### config.mk
export PLATFORM = sky130hd
export DESIGN_NAME = sliding_window_pair_sum_check_flat
export DESIGN_NICKNAME = d
export VERILOG_FILES = /design/src/design/swpsc_pkg.sv /design/src/design/swpsc_if.sv /design/src/design/swpsc_cell.sv /design/src/design/swpsc_chain.sv /design/src/design/sliding_window_pair_sum_check.sv /design/src/flat_wrapper.sv
export SDC_FILE = /design/constraint.sdc
export NUM_CORES = 2
export LEC_CHECK = 0
export ABC_AREA = 1
export BUFFER_PORTS_ARGS = -buffer_cell sky130_fd_sc_hd__buf_4
export CAP_MARGIN = 20
export CORE_MARGIN = 3
export CORE_UTILIZATION = 45
export CTS_CLUSTER_DIAMETER = 50
export DETAILED_ROUTE_END_ITERATION = 10
export MAX_ROUTING_LAYER = met4
export PLACE_DENSITY_LB_ADDON = 0.2
export SKIP_CTS_REPAIR_TIMING = 1
export SKIP_LAST_GASP = 1
export SYNTH_ARGS = -nofsm -noshare
export SYNTH_HDL_FRONTEND = slang
export SYNTH_HIERARCHICAL = 1
export SYNTH_SLANG_ARGS = --single-unit
### constraint.sdc
create_clock -name clk -period 115.7 [get_ports clk]
set_clock_uncertainty 0.1 [all_clocks]
set_input_delay 23.14 -clock clk [delete_from_list [all_inputs] [get_ports clk]]
set_output_delay 23.14 -clock clk [all_outputs]
set_load 0.01 [all_outputs]
### src/design/swpsc_pkg.sv
// ----------------------------------------------------------------------------
// swpsc_pkg: shared types and constants for the pair-sum checker
// Value and sum types, status codes, register map and the chain command.
// ----------------------------------------------------------------------------
package swpsc_pkg;

  localparam int VAL_W          = 48;
  localparam int CFG_W          = 6;
  localparam int DATA_W         = 32;
  localparam int ADDR_W         = 3;
  localparam int MAX_WINDOW_DEF = 32;
  localparam int MIN_WINDOW     = 2;

  localparam logic [CFG_W-1:0] WINDOW_RESET = 6'd25;

  // register index (byte address bit 2)
  localparam logic REG_WINDOW_LENGTH = 1'b0;

  localparam logic [1:0] STATUS_PREAMBLE = 2'd0;
  localparam logic [1:0] STATUS_PAIR     = 2'd1;
  localparam logic [1:0] STATUS_NO_PAIR  = 2'd2;

  typedef logic signed [VAL_W-1:0] value_t;
  typedef logic signed [VAL_W:0]   sum_t;

  typedef struct packed {
    logic   shift;
    value_t shift_value;
    logic   probe_valid;
    sum_t   probe;
  } chain_cmd_t;

endpackage

### src/design/swpsc_if.sv
// ----------------------------------------------------------------------------
// swpsc_if: stream channels of the pair-sum checker
// Input sample channel and result channel, valid/ready handshake.
// ----------------------------------------------------------------------------
interface swpsc_in_if;
  import swpsc_pkg::*;

  logic   valid;
  logic   ready;
  value_t value;
  logic   restart;

  modport source (output valid, value, restart, input ready);
  modport sink   (input valid, value, restart, output ready);
endinterface

interface swpsc_out_if;
  import swpsc_pkg::*;

  logic       valid;
  logic       ready;
  value_t     echo_value;
  logic [1:0] status;
  logic       first_bad;

  modport source (output valid, echo_value, status, first_bad, input ready);
  modport sink   (input valid, echo_value, status, first_bad, output ready);
endinterface

### src/design/swpsc_cell.sv
// ----------------------------------------------------------------------------
// swpsc_cell: one window cell
// Holds one stored value, shifts from its neighbor and matches the probe.
// ----------------------------------------------------------------------------
module swpsc_cell (
  input  logic              clk,
  input  logic              shift,
  input  swpsc_pkg::value_t prev_value,
  input  logic              cmp_en,
  input  swpsc_pkg::sum_t   probe,
  output swpsc_pkg::value_t value,
  output logic              hit
);
  import swpsc_pkg::*;

  always_ff @(posedge clk) begin
    if (shift) begin
      value <= prev_value;
    end
  end

  // probe carries target minus the broadcast entry, one bit wider
  assign hit = cmp_en && (sum_t'(value) == probe);

endmodule

### src/design/swpsc_chain.sv
// ----------------------------------------------------------------------------
// swpsc_chain: row of window cells
// Cell k holds the value taken k+1 transactions ago; all cells compare in
// parallel against the probe, limited to positions between lo and hi.
// ----------------------------------------------------------------------------
module swpsc_chain #(
  parameter int MAX_WINDOW = swpsc_pkg::MAX_WINDOW_DEF,
  parameter int IW         = $clog2(MAX_WINDOW),
  parameter int LW         = $clog2(MAX_WINDOW + 1)
) (
  input  logic                  clk,
  input  swpsc_pkg::chain_cmd_t cmd,
  input  logic [IW-1:0]         lo,
  input  logic [LW-1:0]         hi,
  input  logic [IW-1:0]         rd_idx,
  output swpsc_pkg::value_t     rd_value,
  output logic                  any_hit
);
  import swpsc_pkg::*;

  value_t                vals [MAX_WINDOW];
  logic [MAX_WINDOW-1:0] hits;

  for (genvar k = 0; k < MAX_WINDOW; k++) begin : g_cell
    localparam logic [LW-1:0] POS = LW'(k);
    value_t prev;
    logic   en;

    if (k == 0) begin : g_head
      assign prev = cmd.shift_value;
    end else begin : g_body
      assign prev = vals[k-1];
    end

    assign en = cmd.probe_valid && (POS > LW'(lo)) && (POS < hi);

    swpsc_cell u_cell (
      .clk        (clk),
      .shift      (cmd.shift),
      .prev_value (prev),
      .cmp_en     (en),
      .probe      (cmd.probe),
      .value      (vals[k]),
      .hit        (hits[k])
    );
  end

  assign rd_value = vals[rd_idx];
  assign any_hit  = |hits;

endmodule

### src/design/sliding_window_pair_sum_check.sv
// ----------------------------------------------------------------------------
// sliding_window_pair_sum_check: sliding-window pair-sum checker
// Checks each value against pairs of the preceding window_length values.
// ----------------------------------------------------------------------------
//  channel  | dir | handshake            | payload
//  sample   | in  | valid/ready          | value[47:0] signed, restart
//  result   | out | valid/ready          | echo_value[47:0], status[1:0], first_bad
//  apb      | in  | psel/penable, pready | window_length at byte address 0
//
// A checked value is taken in idle. Then, in search, every entry of the effective
// window but the last is broadcast, one per cycle. A flush step drains the compare
// stage and the done step registers the result; idle then takes the next
// transaction. A preamble value goes from idle straight to the done step.
// A new transaction is taken while the previous result waits at the output;
// a stalled output holds the block in its final step.
// Reset (rst, synchronous) clears fill count and flags; window_length -> 25.
// ----------------------------------------------------------------------------
module sliding_window_pair_sum_check #(
  parameter int MAX_WINDOW = swpsc_pkg::MAX_WINDOW_DEF
) (
  input  logic                            clk,
  input  logic                            rst,
  swpsc_in_if.sink                        sample,
  swpsc_out_if.source                     result,
  input  logic                            psel,
  input  logic                            penable,
  input  logic                            pwrite,
  input  logic [swpsc_pkg::ADDR_W-1:0]    paddr,
  input  logic [swpsc_pkg::DATA_W-1:0]    pwdata,
  output logic [swpsc_pkg::DATA_W-1:0]    prdata,
  output logic                            pready
);
  import swpsc_pkg::*;

  localparam int IW = $clog2(MAX_WINDOW);
  localparam int LW = $clog2(MAX_WINDOW + 1);

  typedef enum logic [1:0] {S_IDLE, S_SEARCH, S_FLUSH, S_DONE} state_t;

  state_t            state;
  logic [CFG_W-1:0]  window_length;
  logic [LW-1:0]     fill;
  logic              invalid_seen;
  value_t            target;
  logic [LW-1:0]     len;
  logic              searched;
  logic [IW-1:0]     idx;
  sum_t              probe;
  logic              probe_valid;
  logic [IW-1:0]     probe_lo;
  logic              found;

  logic              res_valid;
  value_t            res_value;
  logic [1:0]        res_status;
  logic              res_first;

  logic [LW-1:0]     len_eff;
  logic [LW-1:0]     fill_start;
  logic              take;
  logic              out_free;
  logic              cfg_wr;
  chain_cmd_t        cmd;
  value_t            rd_value;
  logic              any_hit;

  always_comb begin
    if (window_length < CFG_W'(MIN_WINDOW)) begin
      len_eff = LW'(MIN_WINDOW);
    end else if (32'(window_length) > 32'(MAX_WINDOW)) begin
      len_eff = LW'(MAX_WINDOW);
    end else begin
      len_eff = LW'(window_length);
    end
  end

  assign sample.ready = (state == S_IDLE);
  assign take         = sample.valid && sample.ready;
  assign out_free     = !res_valid || result.ready;
  assign fill_start   = sample.restart ? '0 : fill;

  assign pready = 1'b1;
  assign cfg_wr = psel && penable && pwrite && pready;
  assign prdata = (paddr[ADDR_W-1] == REG_WINDOW_LENGTH) ? DATA_W'(window_length) : '0;

  assign cmd.shift       = (state == S_DONE) && out_free;
  assign cmd.shift_value = target;
  assign cmd.probe_valid = probe_valid;
  assign cmd.probe       = probe;

  swpsc_chain #(
    .MAX_WINDOW (MAX_WINDOW),
    .IW         (IW),
    .LW         (LW)
  ) u_chain (
    .clk      (clk),
    .cmd      (cmd),
    .lo       (probe_lo),
    .hi       (len),
    .rd_idx   (idx),
    .rd_value (rd_value),
    .any_hit  (any_hit)
  );

  always_ff @(posedge clk) begin
    if (rst) begin
      state         <= S_IDLE;
      window_length <= WINDOW_RESET;
      fill          <= '0;
      invalid_seen  <= 1'b0;
      probe_valid   <= 1'b0;
      res_valid     <= 1'b0;
    end else begin
      if (cfg_wr && paddr[ADDR_W-1] == REG_WINDOW_LENGTH) begin
        window_length <= pwdata[CFG_W-1:0];
      end
      // a result leaving in the cycle a new one is loaded is handled in S_DONE
      if (res_valid && result.ready && !cmd.shift) begin
        res_valid <= 1'b0;
      end

      case (state)
        S_IDLE: begin
          probe_valid <= 1'b0;
          if (take) begin
            fill     <= fill_start;
            target   <= sample.value;
            len      <= len_eff;
            idx      <= '0;
            found    <= 1'b0;
            searched <= (fill_start >= len_eff);
            if (sample.restart) begin
              invalid_seen <= 1'b0;
            end
            state <= (fill_start >= len_eff) ? S_SEARCH : S_DONE;
          end
        end
        S_SEARCH: begin
          // broadcast entry idx as complement; cells after it compare next cycle
          probe       <= sum_t'(target) - sum_t'(rd_value);
          probe_valid <= 1'b1;
          probe_lo    <= idx;
          idx         <= idx + 1'b1;
          found       <= found | any_hit;
          if (LW'(idx) == len - LW'(2)) begin
            state <= S_FLUSH;
          end
        end
        S_FLUSH: begin
          probe_valid <= 1'b0;
          found       <= found | any_hit;
          state       <= S_DONE;
        end
        S_DONE: begin
          if (out_free) begin
            res_valid <= 1'b1;
            res_value <= target;
            res_first <= searched && !found && !invalid_seen;
            if (!searched) begin
              res_status <= STATUS_PREAMBLE;
            end else if (found) begin
              res_status <= STATUS_PAIR;
            end else begin
              res_status   <= STATUS_NO_PAIR;
              invalid_seen <= 1'b1;
            end
            if (fill != LW'(MAX_WINDOW)) begin
              fill <= fill + 1'b1;
            end
            state <= S_IDLE;
          end
        end
        default: begin
          state <= S_IDLE;
        end
      endcase
    end
  end

  assign result.valid      = res_valid;
  assign result.echo_value = res_value;
  assign result.status     = res_status;
  assign result.first_bad  = res_first;

endmodule
### src/flat_wrapper.sv
// flat-port wrapper written by rule: the top's interface ports become plain ports
module sliding_window_pair_sum_check_flat import swpsc_pkg::*;
#(
  parameter int MAX_WINDOW = swpsc_pkg::MAX_WINDOW_DEF
)
  (clk, rst, psel, penable, pwrite, paddr, pwdata, prdata, pready, sample_valid, sample_value, sample_restart, sample_ready, result_valid, result_echo_value, result_status, result_first_bad, result_ready);
  swpsc_in_if sample_i ();
  swpsc_out_if result_i ();
  input  logic clk;
  input  logic rst;
  input  logic psel;
  input  logic penable;
  input  logic pwrite;
  input  logic [swpsc_pkg::ADDR_W-1:0] paddr;
  input  logic [swpsc_pkg::DATA_W-1:0] pwdata;
  output logic [swpsc_pkg::DATA_W-1:0] prdata;
  output logic pready;
  input wire logic [$bits(sample_i.valid)-1:0] sample_valid;
  input wire logic [$bits(sample_i.value)-1:0] sample_value;
  input wire logic [$bits(sample_i.restart)-1:0] sample_restart;
  output wire logic [$bits(sample_i.ready)-1:0] sample_ready;
  output wire logic [$bits(result_i.valid)-1:0] result_valid;
  output wire logic [$bits(result_i.echo_value)-1:0] result_echo_value;
  output wire logic [$bits(result_i.status)-1:0] result_status;
  output wire logic [$bits(result_i.first_bad)-1:0] result_first_bad;
  input wire logic [$bits(result_i.ready)-1:0] result_ready;
  assign sample_i.valid = sample_valid;
  assign sample_i.value = sample_value;
  assign sample_i.restart = sample_restart;
  assign sample_ready = sample_i.ready;
  assign result_valid = result_i.valid;
  assign result_echo_value = result_i.echo_value;
  assign result_status = result_i.status;
  assign result_first_bad = result_i.first_bad;
  assign result_i.ready = result_ready;
  sliding_window_pair_sum_check #(.MAX_WINDOW(MAX_WINDOW)) u_core (.clk(clk), .rst(rst), .sample(sample_i), .result(result_i), .psel(psel), .penable(penable), .pwrite(pwrite), .paddr(paddr), .pwdata(pwdata), .prdata(prdata), .pready(pready));
endmodule
==> out/metrics.yaml <==
viasPerCell: 5.21
area_growth_syn_to_layout_pct: 11.5
cts_root_buf: "clkbuf_16"
hp-class: "reg2reg"
max_slew_margin: 0.214
drv_cap: 0
ctsLongestPathBuffers: 3
placed_area_mm2: 0.104
vias: 85700
synthTopCellsByArea: "edfxtp_1, nand2_1, inv_1"
core_area_mm2: 0.221
cts_tree: "yes"
synth_cells: 13100
drt_first_iter_violations: 9412
period_needed_ps: 46760
synth_top_area_cell: "edfxtp_1"
yosysMostFrequentCell: "nand2_1"
outcome: "complete, no violations"
yosysSeqAreaShare: 0.513
path_cells: "buf_4 > nor2_1 > buf_4"
grt_pass1_wl_um: 499000
synth_edf_count: 1702
slew_violations: 0
pin_count: 177
worstSetupPathType: "in2out"
cp-start-kind: "input port"
fin_area_mm2: 0.112
tns_ps: 0
path_buf_inv: 2
max_freq_mhz: 21.4
drc: 0
cellPowerDensity_mw_per_mm2: 23.7
syn_area_per_cell_um2: 7.64
ir_drop_uv: 18.2
rsz0062_at_grt: "no"
dp_hpwl_um: 243000
yosys-top-cells-count: "nand2_1, inv_1, edfxtp_1"
std_cell_rows: 172
syn_area_mm2: 0.100
die_x_um: 478
clkTransAtPathRegs_ps: 50
p_leak_nw: 51.1
path_delay_family: "buffers and inverters"
ys_seq_elements: 1719
crit_top_cell: "buf_4"
dr.pass1.iters: 7
drive_gt1_frac: 0.0535
post-route-period-util: 0.404
slowest_delay_ps: 140
cts_buffers: 228
multi_input_area_mm2: 0.0394
synth.distinct_cells: 49
critPathArrivalTime_ps: 23520
synth_top_cell_area_share: 0.509
cts_num_sinks: 1719
clk_latency_ps: 880
start_util: 0.455
crit_path_top_delay_cell: "buf_4"
n_fill_cell: 21200
die-area_mm2: 0.229
hold_viol: 0
htree_levels: 4
reg2reg_slack_ps: 108190
worst_pin_slew_ps: 1180
drt.antenna.violating_nets: 0
die_h_um: 478
seqCellArea_mm2: 0.0514
crit_required_ps: 92460
grt_max_degree: 194
place_congestion: 0.960
end_kind: "output pin"
wl_per_cell_um: 20.6
setup_viol: 0
io_buffers: 121
yosysWarnings: 6
grt_overflow: 0
async_flop_share: 0
cp_max_fo: 7
gr-usage-all-layers: 0.297
wirelength_um: 339000
grt_pass1_vias: 80200
fin_nets: 13400
ys.flop_type: "edfxtp_1"
antenna_found_initial: 7
-- worst reg2reg max path, cell delays in order, from the launching register on --
cell	delay, ps
edfxtp_1	550
buf_4	830
buf_12	630
buf_4	890
buf_12	650
nand2_1	440
nand3_1	140
nand3_1	150
nand2_1	120
nand2_1	60
nand2_1	80
nand2_1	70
nand2_1	500
inv_1	230
ha_1	430
nand2_1	130
nor2_1	160
inv_1	90
nor2_1	150
nand2_1	90
nor2_1	100
nand2_1	80
nand4_1	110
nand2_1	360
-- cell type report --
| cell class | instances | share of cell area |
|---|---|---|
| sequential | 1719 | 0.460 |
| clock buffer | 260 | 0.0521 |
| timing repair buffer | 233 | 0.0174 |
| clock inverter | 170 | 0.0172 |
| multi-input combinational | 9065 | 0.352 |
| tap | 2958 | 0.0331 |
| inverter | 2019 | 0.0680 |
| antenna | 8 | 0.000179 |
-- kinds of logic (layout without fill, tap and decap cells) --
logic type / Yosys count / in the layout / share of synthesized area
adders and majority gates: 64 / 64 / 0.00805
xor gates and xnor gates: 252 / 252 / 0.0220
other: 3 / 36 / 0.000112
buffers and inverters: 2385 / 2682 / 0.0960
and+or+nand+nor: 7657 / 7657 / 0.307
DFF: 1719 / 1719 / 0.513
AOI/OAI and AO/OA: 1064 / 1064 / 0.0546
-- power by group --
part	switching [mW]	total [mW]	internal, mW
clock network	0.294	0.724	0.430
logic	0.748	1.02	0.270
registers	0.0795	0.909	0.829
-- worst paths after layout --
path | from | to | cells past startpoint
setup / recovery | paddr[2] | prdata[4] | 3
hold / removal | u_core/invalid_seen | u_core/invalid_seen | 2
setup reg to reg | u_core/idx[0] | u_core/probe[44] | 23
hold reg to reg | u_core/invalid_seen | u_core/invalid_seen | 2
-- placed cells by master (no fill, tap or decap), types with 28 or more instances in the layout --
cell type,instances
nand2_1,5148
inv_1,2009
edfxtp_1,1702
nand3_1,1266
nor2_1,1075
o21ai_0,603
o21ai_1,353
xor2_1,249
clkbuf_16,228
buf_4,218
nor2_2,83
ha_1,63
a21oi_1,52
o211ai_1,37
clkinv_2,34
clkinv_1,33
clkbuf_1,32
bufinv_16,29
conb_1,28
-- metrics by stage --
stage / hold slack, ps / util / power [mW] / setup WS [ps] / cells
2_1_floorplan: 324 / - / 1.86 / 25430 / 13200
3_3_place_gp: 346 / 0.471 / 1.90 / 68940 / 16000
3_5_place_dp: 349 / 0.471 / 1.92 / 68940 / 16000
4_1_cts: 358 / 0.506 / 2.65 / 68940 / 16400
5_1_grt: 374 / 0.507 / 2.81 / 68910 / 16400
6_report: 355 / 0.507 / 2.65 / 68940 / 16400
-- routing by layer --
layer | part of all wire | track usage | vias to the layer above | wire, um
met5 | 0 | - | - | 0
met4 | 0.061 | 0.157 | 0 | 20700
met3 | 0.061 | 0.0272 | 713 | 20600
met2 | 0.48 | 0.484 | 3335 | 161000
met1 | 0.40 | 0.366 | 39700 | 136000
li1 | - | - | 41900 | -
-- flip-flops by register name (all words and copies together) (netlist names), 5 cells and up --
register / flops
u_core/u_chain/g_cell.u_cell/value: 1536
u_core/result.echo_value: 48
u_core/target: 48
u_core/window_length: 6
u_core/probe: 49
u_core/fill: 6
u_core/probe_lo: 5
u_core/len: 6
u_core/idx: 5
(Power assumes the default switching activity.)
